`config.mk`:
```
export PLATFORM = sky130hd
export DESIGN_NAME = section_file_header_checker_core
export DESIGN_NICKNAME = d
export VERILOG_FILES = /design/src/sfhc_pkg.sv /design/src/section_file_header_checker_core.sv
export VERILOG_INCLUDE_DIRS = /design/src /design/src/src
export SDC_FILE = /design/constraint.sdc
export NUM_CORES = 2
export LEC_CHECK = 0
export ABC_CLOCK_PERIOD_IN_PS = 7700
export BUFFER_PORTS_ARGS = -buffer_cell sky130_fd_sc_hd__buf_2
export CELL_PAD_IN_SITES_DETAIL_PLACEMENT = 1
export CELL_PAD_IN_SITES_GLOBAL_PLACEMENT = 1
export CORE_MARGIN = 4
export CORE_UTILIZATION = 35
export CTS_BUF_LIST = sky130_fd_sc_hd__clkbuf_4
export DETAILED_ROUTE_END_ITERATION = 7
export PLACE_DENSITY_LB_ADDON = 0.1
export SLEW_MARGIN = 20
export SYNTH_ARGS = -nofsm -noshare
export SYNTH_HDL_FRONTEND = slang
export SYNTH_SLANG_ARGS = --single-unit
```
`constraint.sdc`:
```
create_clock -name clk -period 7.7 [get_ports clk]
set_input_delay 1.155 -clock clk [delete_from_list [all_inputs] [get_ports clk]]
set_output_delay 1.155 -clock clk [all_outputs]
set_load 0.1 [all_outputs]
```
`src/section_file_header_checker_core_defines.svh`:
```
// ----------------------------------------------------------------------------
// Section file header checker - assertion macros
// Shared concurrent assertion forms, clocked on clk and disabled in reset.
// ----------------------------------------------------------------------------
`ifndef SECTION_FILE_HEADER_CHECKER_CORE_DEFINES_SVH
`define SECTION_FILE_HEADER_CHECKER_CORE_DEFINES_SVH

// Condition holds at every clock edge outside reset
`define SFHC_ASSERT_ALWAYS(label, cond, msg) \
  label: assert property (@(posedge clk) disable iff (!rst_n) (cond)) else $error(msg);

// Antecedent implies consequent in the same cycle
`define SFHC_ASSERT_NOW(label, ante, cons, msg) \
  label: assert property (@(posedge clk) disable iff (!rst_n) (ante) |-> (cons)) \
    else $error(msg);

// Antecedent implies consequent in the next cycle
`define SFHC_ASSERT_NEXT(label, ante, cons, msg) \
  label: assert property (@(posedge clk) disable iff (!rst_n) (ante) |=> (cons)) \
    else $error(msg);

`endif

```
`src/sfhc_pkg.sv`:
```
// ----------------------------------------------------------------------------
// Section file header checker - package
// Register indexes, status codes, reset values and result item layout.
// ----------------------------------------------------------------------------
package sfhc_pkg;

  // Header and record geometry
  localparam int unsigned HDR_BYTES = 9;
  localparam int unsigned REC_BYTES = 22;

  // Result queue depth (two results may be pushed per input byte)
  localparam int unsigned OUT_DEPTH = 4;
  localparam int unsigned OUT_PTR_W = $clog2(OUT_DEPTH);
  localparam int unsigned OUT_CNT_W = $clog2(OUT_DEPTH + 1);

  // Register reset values
  localparam logic [31:0] MAGIC_RST       = 32'h3074_6851;
  localparam logic [15:0] VERSION_MIN_RST = 16'd86;
  localparam logic [15:0] VERSION_MAX_RST = 16'd129;
  localparam logic [7:0]  SECTION_MIN_RST = 8'd2;
  localparam logic [7:0]  SECTION_MAX_RST = 8'd12;
  localparam logic [31:0] SIZE_LIMIT_RST  = 32'd1143;

  // Allowed section types
  localparam logic [15:0] TYPE_A = 16'd68;
  localparam logic [15:0] TYPE_B = 16'd92;
  localparam logic [15:0] TYPE_C = 16'd36;
  localparam logic [15:0] TYPE_D = 16'd57;
  localparam logic [15:0] TYPE_E = 16'd91;

  // Configuration register indexes
  typedef enum logic [2:0] {
    REG_MAGIC       = 3'd0,
    REG_VERSION_MIN = 3'd1,
    REG_VERSION_MAX = 3'd2,
    REG_SECTION_MIN = 3'd3,
    REG_SECTION_MAX = 3'd4,
    REG_SIZE_LIMIT  = 3'd5
  } sfhc_reg_t;

  // Verdict codes
  typedef enum logic [2:0] {
    ST_OK        = 3'd0,
    ST_TRUNCATED = 3'd1,
    ST_MAGIC     = 3'd2,
    ST_VERSION   = 3'd3,
    ST_COUNT     = 3'd4,
    ST_HDR_SIZE  = 3'd5,
    ST_TYPE      = 3'd6
  } sfhc_status_t;

  // Result kind (travels on tuser)
  typedef enum logic {
    KIND_SECTION = 1'b0,
    KIND_VERDICT = 1'b1
  } sfhc_kind_t;

  // Result payload, last field in the lowest bits
  typedef struct packed {
    logic         sizes_within_limit;
    logic [7:0]   section_total;
    logic [15:0]  file_version;
    sfhc_status_t status;
    logic [31:0]  section_length;
    logic [31:0]  section_start;
    logic [15:0]  section_kind;
    logic [7:0]   section_number;
  } sfhc_payload_t;

  localparam int unsigned PAYLOAD_W = $bits(sfhc_payload_t);
  localparam int unsigned TDATA_W   = ((PAYLOAD_W + 7) / 8) * 8;
  localparam int unsigned PAD_W     = TDATA_W - PAYLOAD_W;

  // One queued result
  typedef struct packed {
    sfhc_kind_t    kind;
    logic          last;
    sfhc_payload_t data;
  } sfhc_entry_t;

  // Section type whitelist
  function automatic logic type_allowed(input logic [15:0] t);
    return (t == TYPE_A) || (t == TYPE_B) || (t == TYPE_C) ||
           (t == TYPE_D) || (t == TYPE_E);
  endfunction

endpackage

```
`src/section_file_header_checker_core.sv`:
```
// Results caused by a byte are pushed into the result queue and offered on out_* from there.
// One byte per cycle while in_tready is high; a byte causing two results queues both, popped one at a time.
// in_tready falls when fewer than two slots of the 4-entry result queue are free.
// Reset (rst_n low, synchronous): registers return to defaults, queue empties,
// and bytes are ignored until one arrives with the start-of-file flag (in_tuser).
// ----------------------------------------------------------------------------
// Section file header checker
// Parses a byte stream: 9-byte header check, then 22-byte section records,
// emitting one item per record and a final verdict item.
// ----------------------------------------------------------------------------
`include "section_file_header_checker_core_defines.svh"

module section_file_header_checker_core (
  input  logic                        clk,
  input  logic                        rst_n,
  // Input bytes
  input  logic                        in_tvalid,
  output logic                        in_tready,
  input  logic [7:0]                  in_tdata,   // [7:0] data_byte
  input  logic                        in_tuser,   // [0] first_byte
  input  logic                        in_tlast,   // final_byte
  // Result items
  output logic                        out_tvalid,
  input  logic                        out_tready,
  // [7:0] section_number, [23:8] section_kind, [55:24] section_start,
  // [87:56] section_length, [90:88] status, [106:91] file_version,
  // [114:107] section_total, [115] sizes_within_limit, [119:116] zero
  output logic [sfhc_pkg::TDATA_W-1:0] out_tdata,
  output logic                        out_tuser,  // [0] record_kind
  output logic                        out_tlast,  // last_of_run
  // Configuration writes
  input  logic                        cfg_valid,
  output logic                        cfg_ready,
  input  logic [2:0]                  cfg_index,
  input  logic [31:0]                 cfg_data
);

  import sfhc_pkg::*;

  // Configuration registers
  logic [31:0] magic_r, size_limit_r;
  logic [15:0] version_min_r, version_max_r;
  logic [7:0]  section_min_r, section_max_r;

  // Parser state
  logic [3:0]  hdr_pos_r, hdr_pos_nxt;
  logic        in_table_r, in_table_nxt;
  logic [4:0]  rec_pos_r, rec_pos_nxt;
  logic [31:0] hdr_magic_r, hdr_magic_nxt;
  logic [15:0] hdr_length_r, hdr_length_nxt;
  logic [15:0] hdr_version_r, hdr_version_nxt;
  logic [7:0]  hdr_count_r, hdr_count_nxt;
  logic [15:0] cur_type_r, cur_type_nxt;
  logic [31:0] cur_offset_r, cur_offset_nxt;
  logic [31:0] cur_size_r, cur_size_nxt;
  logic [7:0]  cur_sec_r, cur_sec_nxt;
  logic        type_err_r, type_err_nxt;
  logic        sizes_ok_r, sizes_ok_nxt;
  logic        verdict_given_r, verdict_given_nxt;

  // Step outcome
  logic         acc, proc;
  logic         rec_emit, ver_emit;
  sfhc_status_t ver_status;
  logic [15:0]  expect_len;
  logic [4:0]   off_idx, size_idx;
  logic         size_in_limit;
  sfhc_entry_t  rec_ent, ver_ent, res0, res1;
  logic [1:0]   push_cnt;

  // Result queue
  sfhc_entry_t            q_mem [OUT_DEPTH];
  logic [OUT_PTR_W-1:0]   wr_ptr_r, rd_ptr_r;
  logic [OUT_CNT_W-1:0]   count_r;
  logic                   pop;

  assign acc       = in_tvalid && in_tready;
  assign proc      = acc && (in_tuser || !verdict_given_r);
  assign cfg_ready = 1'b1;

  // Configuration write
  always_ff @(posedge clk) begin
    if (!rst_n) begin
      magic_r       <= MAGIC_RST;
      version_min_r <= VERSION_MIN_RST;
      version_max_r <= VERSION_MAX_RST;
      section_min_r <= SECTION_MIN_RST;
      section_max_r <= SECTION_MAX_RST;
      size_limit_r  <= SIZE_LIMIT_RST;
    end else if (cfg_valid) begin
      unique case (cfg_index)
        REG_MAGIC:       magic_r       <= cfg_data;
        REG_VERSION_MIN: version_min_r <= cfg_data[15:0];
        REG_VERSION_MAX: version_max_r <= cfg_data[15:0];
        REG_SECTION_MIN: section_min_r <= cfg_data[7:0];
        REG_SECTION_MAX: section_max_r <= cfg_data[7:0];
        REG_SIZE_LIMIT:  size_limit_r  <= cfg_data;
        default: ;
      endcase
    end
  end

  // Expected header length: 9 + 22 x count
  assign expect_len = 16'(HDR_BYTES) + {7'd0, hdr_count_nxt, 1'b0}
                    + {6'd0, hdr_count_nxt, 2'd0} + {4'd0, hdr_count_nxt, 4'd0};
  assign off_idx  = rec_pos_r - 5'd14;
  assign size_idx = rec_pos_r - 5'd18;

  // Parse one byte: advance state and decide which results it causes
  always_comb begin
    hdr_pos_nxt       = hdr_pos_r;
    in_table_nxt      = in_table_r;
    rec_pos_nxt       = rec_pos_r;
    hdr_magic_nxt     = hdr_magic_r;
    hdr_length_nxt    = hdr_length_r;
    hdr_version_nxt   = hdr_version_r;
    hdr_count_nxt     = hdr_count_r;
    cur_type_nxt      = cur_type_r;
    cur_offset_nxt    = cur_offset_r;
    cur_size_nxt      = cur_size_r;
    cur_sec_nxt       = cur_sec_r;
    type_err_nxt      = type_err_r;
    sizes_ok_nxt      = sizes_ok_r;
    verdict_given_nxt = verdict_given_r;
    rec_emit          = 1'b0;
    ver_emit          = 1'b0;
    ver_status        = ST_OK;
    size_in_limit     = 1'b1;

    if (proc) begin
      // Start of file: clear per-file state
      if (in_tuser) begin
        hdr_pos_nxt       = '0;
        in_table_nxt      = 1'b0;
        rec_pos_nxt       = '0;
        hdr_magic_nxt     = '0;
        hdr_length_nxt    = '0;
        hdr_version_nxt   = '0;
        hdr_count_nxt     = '0;
        cur_type_nxt      = '0;
        cur_offset_nxt    = '0;
        cur_size_nxt      = '0;
        cur_sec_nxt       = '0;
        type_err_nxt      = 1'b0;
        sizes_ok_nxt      = 1'b1;
        verdict_given_nxt = 1'b0;
      end

      if (!in_table_nxt) begin
        // Header byte: place into its field
        priority if (hdr_pos_nxt < 4'd4) begin
          hdr_magic_nxt[8*hdr_pos_nxt[1:0] +: 8] = in_tdata;
        end else if (hdr_pos_nxt < 4'd6) begin
          hdr_length_nxt[8*hdr_pos_nxt[0] +: 8] = in_tdata;
        end else if (hdr_pos_nxt < 4'd8) begin
          hdr_version_nxt[8*hdr_pos_nxt[0] +: 8] = in_tdata;
        end else begin
          hdr_count_nxt = in_tdata;
        end

        // Last header byte: check fields in order
        if (hdr_pos_nxt == 4'(HDR_BYTES - 1)) begin
          priority if (hdr_magic_nxt != magic_r) begin
            ver_status = ST_MAGIC;
          end else if (hdr_version_nxt < version_min_r ||
                       hdr_version_nxt > version_max_r) begin
            ver_status = ST_VERSION;
          end else if (hdr_count_nxt < section_min_r ||
                       hdr_count_nxt > section_max_r) begin
            ver_status = ST_COUNT;
          end else if (hdr_length_nxt != expect_len) begin
            ver_status = ST_HDR_SIZE;
          end else begin
            ver_status = ST_OK;
          end
          ver_emit     = (ver_status != ST_OK) || (hdr_count_nxt == 8'd0);
          in_table_nxt = 1'b1;
          rec_pos_nxt  = '0;
        end
        hdr_pos_nxt = hdr_pos_nxt + 4'd1;
      end else begin
        // Record byte: name bytes are skipped
        priority if (rec_pos_r == 5'd12) begin
          cur_type_nxt[7:0] = in_tdata;
        end else if (rec_pos_r == 5'd13) begin
          cur_type_nxt[15:8] = in_tdata;
        end else if (rec_pos_r >= 5'd14 && rec_pos_r < 5'd18) begin
          cur_offset_nxt[8*off_idx[1:0] +: 8] = in_tdata;
        end else if (rec_pos_r >= 5'd18) begin
          cur_size_nxt[8*size_idx[1:0] +: 8] = in_tdata;
        end else begin
          cur_type_nxt = cur_type_r;
        end

        // Record complete
        if (rec_pos_r == 5'(REC_BYTES - 1)) begin
          size_in_limit = (cur_size_nxt <= size_limit_r);
          rec_emit      = 1'b1;
          cur_sec_nxt   = cur_sec_r + 8'd1;
          if (!type_allowed(cur_type_nxt)) begin
            type_err_nxt = 1'b1;
          end
          if (!size_in_limit) begin
            sizes_ok_nxt = 1'b0;
          end
          if (cur_sec_nxt == hdr_count_nxt) begin
            ver_emit   = 1'b1;
            ver_status = type_err_nxt ? ST_TYPE : ST_OK;
          end
          rec_pos_nxt = '0;
        end else begin
          rec_pos_nxt = rec_pos_r + 5'd1;
        end
      end

      // Truncated file
      if (ver_emit) begin
        verdict_given_nxt = 1'b1;
      end else if (in_tlast) begin
        ver_emit          = 1'b1;
        ver_status        = ST_TRUNCATED;
        verdict_given_nxt = 1'b1;
      end
    end
  end

  // Build result items
  always_comb begin
    rec_ent                          = '0;
    rec_ent.kind                     = KIND_SECTION;
    rec_ent.last                     = !ver_emit;
    rec_ent.data.section_number      = cur_sec_nxt;
    rec_ent.data.section_kind        = cur_type_nxt;
    rec_ent.data.section_start       = cur_offset_nxt;
    rec_ent.data.section_length      = cur_size_nxt;
    rec_ent.data.status              = ST_OK;
    rec_ent.data.file_version        = hdr_version_nxt;
    rec_ent.data.section_total       = hdr_count_nxt;
    rec_ent.data.sizes_within_limit  = size_in_limit;

    ver_ent                          = '0;
    ver_ent.kind                     = KIND_VERDICT;
    ver_ent.last                     = 1'b1;
    ver_ent.data.status              = ver_status;
    ver_ent.data.file_version        = hdr_version_nxt;
    ver_ent.data.section_total       = hdr_count_nxt;
    ver_ent.data.sizes_within_limit  = sizes_ok_nxt;

    res0     = rec_emit ? rec_ent : ver_ent;
    res1     = ver_ent;
    push_cnt = {1'b0, rec_emit} + {1'b0, ver_emit};
  end

  // Parser state registers
  always_ff @(posedge clk) begin
    if (!rst_n) begin
      hdr_pos_r       <= '0;
      in_table_r      <= 1'b0;
      rec_pos_r       <= '0;
      hdr_magic_r     <= '0;
      hdr_length_r    <= '0;
      hdr_version_r   <= '0;
      hdr_count_r     <= '0;
      cur_type_r      <= '0;
      cur_offset_r    <= '0;
      cur_size_r      <= '0;
      cur_sec_r       <= '0;
      type_err_r      <= 1'b0;
      sizes_ok_r      <= 1'b1;
      verdict_given_r <= 1'b1;
    end else begin
      hdr_pos_r       <= hdr_pos_nxt;
      in_table_r      <= in_table_nxt;
      rec_pos_r       <= rec_pos_nxt;
      hdr_magic_r     <= hdr_magic_nxt;
      hdr_length_r    <= hdr_length_nxt;
      hdr_version_r   <= hdr_version_nxt;
      hdr_count_r     <= hdr_count_nxt;
      cur_type_r      <= cur_type_nxt;
      cur_offset_r    <= cur_offset_nxt;
      cur_size_r      <= cur_size_nxt;
      cur_sec_r       <= cur_sec_nxt;
      type_err_r      <= type_err_nxt;
      sizes_ok_r      <= sizes_ok_nxt;
      verdict_given_r <= verdict_given_nxt;
    end
  end

  // Result queue: push up to two items, pop one
  assign pop        = out_tvalid && out_tready;
  assign in_tready  = (count_r <= OUT_CNT_W'(OUT_DEPTH - 2));
  assign out_tvalid = (count_r != '0);
  assign out_tdata  = {{PAD_W{1'b0}}, q_mem[rd_ptr_r].data};
  assign out_tuser  = q_mem[rd_ptr_r].kind;
  assign out_tlast  = q_mem[rd_ptr_r].last;

  always_ff @(posedge clk) begin
    if (push_cnt != 2'd0) begin
      q_mem[wr_ptr_r] <= res0;
    end
    if (push_cnt == 2'd2) begin
      q_mem[wr_ptr_r + OUT_PTR_W'(1)] <= res1;
    end
  end

  always_ff @(posedge clk) begin
    if (!rst_n) begin
      wr_ptr_r <= '0;
      rd_ptr_r <= '0;
      count_r  <= '0;
    end else begin
      wr_ptr_r <= wr_ptr_r + OUT_PTR_W'(push_cnt);
      rd_ptr_r <= rd_ptr_r + OUT_PTR_W'(pop);
      count_r  <= count_r + OUT_CNT_W'(push_cnt) - OUT_CNT_W'(pop);
    end
  end

  // Checks
  `SFHC_ASSERT_ALWAYS(a_queue_bound, count_r <= OUT_CNT_W'(OUT_DEPTH), "result queue overflow")
  `SFHC_ASSERT_NEXT(a_first_opens, acc && in_tuser && !in_tlast, !verdict_given_r,
                    "start byte did not open a file")
  `SFHC_ASSERT_NEXT(a_verdict_closes, proc && ver_emit, verdict_given_r,
                    "verdict did not close the file")
  `SFHC_ASSERT_NEXT(a_double_push, push_cnt == 2'd2 && !pop,
                    count_r == $past(count_r) + OUT_CNT_W'(2), "two results not both queued")
  `SFHC_ASSERT_NOW(a_idle_silent, acc && !in_tuser && verdict_given_r, push_cnt == 2'd0,
                   "result from an idle byte")

endmodule

```
# Yosys cells after proc, flatten, opt, wreduce, memory -nomap -nowiden
# Memory sizes are Yosys's and may differ from the RTL's. A register that Yosys moved wholly into a read port is not among the register bits.
# Cells that the tools add are included.
# totals
mem_bits_rw,472
mem_count,1
ff_bits,292
wordCells,240
inputBits,50
# memory_table
name,words,word_bits,rd,rd_ports_with_merged_regs,wr,line,text
q_mem,4,118,1,1,2,section_file_header_checker_core.sv:72,sfhc_entry_t q_mem [OUT_DEPTH];
# classes
muxes,131
n_lt_le_gt_ge,12
shift,8
eq_ne,18
n_reduce_logical,29
n_addsub,18
# op_table
operator,n
$mux 32,23
$mux 16,21
$mux 8,21
$mux 118,1
$neg 5->34,3
$shift 8x34->32 const A,3
$shiftx 8x34->32,3
$bwmux 32,3
$eq 16x7->1 const B,3
$mux 3,15
$mux 1,37
$neg 4->34,1
$shift 8x34->16 const A,1
$shiftx 8x34->16,1
$bwmux 16,2
$eq 16x6->1 const B,2
$le 32x32->1,1
$ne 32x32->1,1
$mux 5,4
$gt 16x16->1,1
$lt 16x16->1,1
$ne 16x13->1,1
$reduce_and 2->1,8
$add 11x12->13,1
37 further kinds,58

# Logic depth before layout (Yosys ltp)
# logic_depth
word_depth,34
mapped_depth,30

# Least setup slack after synthesis
# Ideal clock, no wire load.
# synth_timing
path_type,flip-flop to flip-flop
startpoint,register count_r[1]
endpoint,memory q_mem[2][115] (netlist bit) (data pin)
stages_incl_launch_ff,26
slack_ns,-0.600
n_path_buf,4
arrival_ns,8.039
synth_period_minus_slack_ns,8.300
cell_sequence,dfxtp_1 a21oi_1 and2_1 clkbuf_1 o21ai_1 clkbuf_1 mux2i_1 fa_1 fa_1 nand2b_1 a21oi_1 o22ai_1 xnor2_1 or3_1 a2111o_1 nor4_2 o21ba_2 nand2b_1 ha_1 nor2_1 and2_1 clkbuf_1 nor2_1 clkbuf_1 inv_1 o311a_1
# synth_rtl
item,line,text
start: declaration,section_file_header_checker_core.sv:74,logic [OUT_CNT_W-1:0] count_r;
start signal: assignment,section_file_header_checker_core.sv:314,count_r <= count_r + OUT_CNT_W'(push_cnt) - OUT_CNT_W'(pop);
end: declaration,section_file_header_checker_core.sv:72,

==> impl_metrics.py <==
metrics = {
    "worst_hold_path": {
        "holdPathStages": 3,
        "min_to": "magic_r[21]",
        "hp-start": "cfg_data[21]",
        "hp-class": "in2reg",
    },
    "worst_setup_path": {
        "cp-end-kind": "flop",
        "crit_arrival_ns": 7.61,
        "reg2reg_from": "count_r[0]",
        "slowest_delay_ns": 0.52,
        "crit_top_cell": "o21ai_0",
        "worst_r2r_endpoint": "q_mem[2][103]",
        "start_kind": "flop",
        "critPathKind": "reg2reg",
        "crit_slowest_cell": "fa_1",
        "cp_max_fo": 22,
        "cp_cell_sequence": "a21oi_2 -> and2_1 -> o21ai_0 -> a21oi_1 -> a21oi_2 -> buf_4 -> fa_1 -> inv_1 -> ha_1 -> o21ai_0 -> o21ai_0 -> a31oi_1 -> xor2_1 -> or3_1 -> a2111o_1 -> nor4_2 -> o21ba_2 -> nand2b_1 -> ha_1 -> nor2_1 -> and2_2 -> nor2_4 -> clkinvlp_4 -> buf_4",
        "ff2ff_path_depth": 24,
        "crit_required_ns": 8.53,
        "reg2reg_slack_ns": 0.92,
    },
    "status": {
        "outcome": "finished, final reports clean",
    },
    "cts": {
        "htreeDepth": 4,
        "cts.path.max_buffers": 3,
        "clk_pin_slew_ns": 0.06,
        "ctsHoldBuffers": 0,
        "root_buffer": "clkbuf_4",
        "numClockSinks": 764,
        "cts_resized": 0,
        "cts_tree": "yes",
        "cts_buffers": 211,
        "postCtsSetupBuffers": 0,
        "clk_latency_ns": 1.15,
    },
    "floorplan": {
        "coreArea_um2": 100000,
        "start_util_pct": 35.3,
        "die_area_um2": 106000,
        "die_x_um": 326,
        "pin_count": 175,
        "row_count": 116,
        "die_height_um": 326,
    },
    "logic_synthesis": {
        "ys_seq_area_share_pct": 46.5,
        "avgSynthCellArea_um2": 9.81,
        "synth_area_leaders": "dfxtp_1, edfxtp_1, mux4_2, a22o_1, nand2_1",
        "syn_area_um2": 35300,
        "syn_inst": 3602,
        "ys_ff_latch": 764,
        "async_reset_ff_share_pct": 0,
        "ys_warn_count": 0,
        "netlist.area_leader.share_pct": 36.9,
        "yosysMostFrequentCell": "dfxtp_1",
        "synth_top_area_cell": "dfxtp_1",
        "netlist_top_cells_count": "dfxtp_1, nand2_1, a22o_1",
        "synth_edf_count": 112,
        "synthFlopType": "dfxtp_1",
        "ys_types": 92,
    },
    "detailed_routing": {
        "routedWlPerCell_um": 25.1,
        "wl_met3_um": 5460,
        "route.layer.met1.wl_um": 59600,
        "route.met2.wl_um": 62500,
        "vias": 29464,
        "drc": 0,
        "drt_wl_total_um": 132000,
        "final_antenna_net_count": 0,
        "via_per_inst": 5.62,
        "top_layer_used": "met5",
        "firstDrtPassIters": 5,
        "drtIter0Drc": 1708,
    },
    "finish": {
        "drive_gt1_share_pct": 19.5,
        "fin_area_um2": 40400,
        "nNetsFinal": 3948,
        "n_fill_cell": 11327,
        "seq_area_um2": 16400,
        "multi_input_area_um2": 17300,
        "fin_util_pct": 40.4,
        "areaGrowthSynthToFinish_pct": 14.4,
    },
    "power_and_ir_drop": {
        "irDropWorstVdd_mv": 0.157,
        "p_leak_nw": 15.2,
        "power_mw": 9.53,
        "p_per_area_nw_per_um2": 236,
    },
    "global_routing": {
        "overflow": 0,
        "grt_max_degree": 133,
        "grt_pass1_wl_um": 199000,
        "track_usage_pct": 24.3,
        "grt_pass1_vias": 31384,
        "antenna_found_initial": 7,
    },
    "placed_design": {
        "dpl-instance-area_um2": 37600,
        "io_buffers": 169,
        "gp_congestion": 0.838,
        "dpl.hpwl_um": 87900,
    },
    "sta": {
        "fin_worst_skew_ns": 0.0772,
        "relSlewSlack_pct": 25.9,
        "worst_pin_slew_ns": 1.11,
        "finalHoldViolCount": 0,
        "clock.fmax_mhz": 147,
        "slew_viol_final": 0,
        "rsz0062_at_grt": "false",
        "min_period_over_period_pct": 88.1,
        "final.setup.tns_ns": 0,
        "layout_min_cycle_time_ns": 6.78,
        "hold_ws_ns": 0.288,
        "finalSetupViolations": 0,
    },
    "flow_run": {
        "cap_violations": 0,
    },
}
==> how the worst max path moves through the flow <==
stage,startpoint,cells past startpoint,endpoint
CTS,count_r[0],24,q_mem[2][103]
floorplan,in_tuser,27,q_mem[2][115]
global placement,in_tuser,21,q_mem[2][102]
detailed placement,in_tuser,21,q_mem[2][96]
finish,count_r[0],24,q_mem[2][103]
global route,count_r[0],24,q_mem[1][93]
==> critical path, delay by kind of cell (launching register included) <==
kind,cells,cell delay (ns)
XOR/XNOR,1,0.16
adder cells (fa/ha/maj),3,1.12
buffers and inverters,4,0.83
AND/OR/NAND/NOR,7,1.71
flip-flops,1,0.33
AO/OA/AOI/OAI,9,2.34
==> sequential cells by signal, indices dropped and copies added, names as in the netlist <==
name,count
count_r,3
cur_offset_r,32
cur_sec_r,8
cur_size_r,32
cur_type_r,16
hdr_count_r,8
hdr_length_r,16
hdr_magic_r,32
hdr_pos_r,4
hdr_version_r,16
in_table_r,1
magic_r,32
q_mem,472
rd_ptr_r,2
rec_pos_r,5
section_max_r,8
section_min_r,8
size_limit_r,32
sizes_ok_r,1
type_err_r,1
verdict_given_r,1
version_max_r,16
version_min_r,16
wr_ptr_r,2
==> final cells by class <==
class	instances	area share, %
timing repair buffer	266	4.43
inverter	138	1.29
clock inverter	55	0.922
antenna	6	0.0371
tap	1298	4.02
clock buffer	315	5.85
multi-input combinational	2400	42.8
sequential	764	40.6
==> layer usage <==
| metal | vias to the layer above | track usage (%) |
|---|---|---|
| li1 | 13479 | - |
| met1 | 15055 | 31.7 |
| met2 | 695 | 40.8 |
| met3 | 231 | 4.17 |
| met4 | 4 | 8.32 |
| met5 | - | 0 |
==> where the power goes <==
| part | internal (mW) | switching (mW) |
|---|---|---|
| Sequential | 4.09 | 0.114 |
| Combinational | 0.420 | 1.10 |
| Clock | 2.02 | 1.78 |
==> cell families after synthesis <==
group,share of synthesized area (%)
other,0.0213
DFF,46.5
buffers and inverters,4.85
muxes,8.12
xor gates and xnor gates,1.17
and+or+nand+nor,16.2
adders and majority gates,4.29
AOI/OAI and AO/OA,18.9
==> metrics by stage <==
| stage | cells | setup WS (ns) |
|---|---|---|
| after floorplan | 3605 | 0.0442 |
| after global placement | 4865 | 0.629 |
| after detailed placement | 4865 | 0.470 |
| after CTS | 5235 | 0.973 |
| after global routing | 5239 | 0.560 |
| final | 5242 | 0.916 |
==> cell usage in the layout (no fill, tap or decap), types with 37 or more instances in the layout <==
cell / synthesis / final
a21boi_0: 98 / 98
a21oi_1: 92 / 90
a22o_1: 284 / 284
a22oi_1: 93 / 93
and2_1: 47 / 44
buf_2: 13 / 167
buf_4: 7 / 82
clkbuf_4: 0 / 315
clkinv_1: 0 / 38
dfxtp_1: 652 / 650
edfxtp_1: 112 / 112
ha_1: 110 / 110
inv_1: 138 / 135
mux4_2: 118 / 118
nand2_1: 446 / 445
nand3_1: 74 / 74
nor2_1: 236 / 234
nor2b_1: 155 / 155
nor3_1: 41 / 37
o21ai_0: 154 / 154
Note: power is estimated with default switching activity, not from simulation.
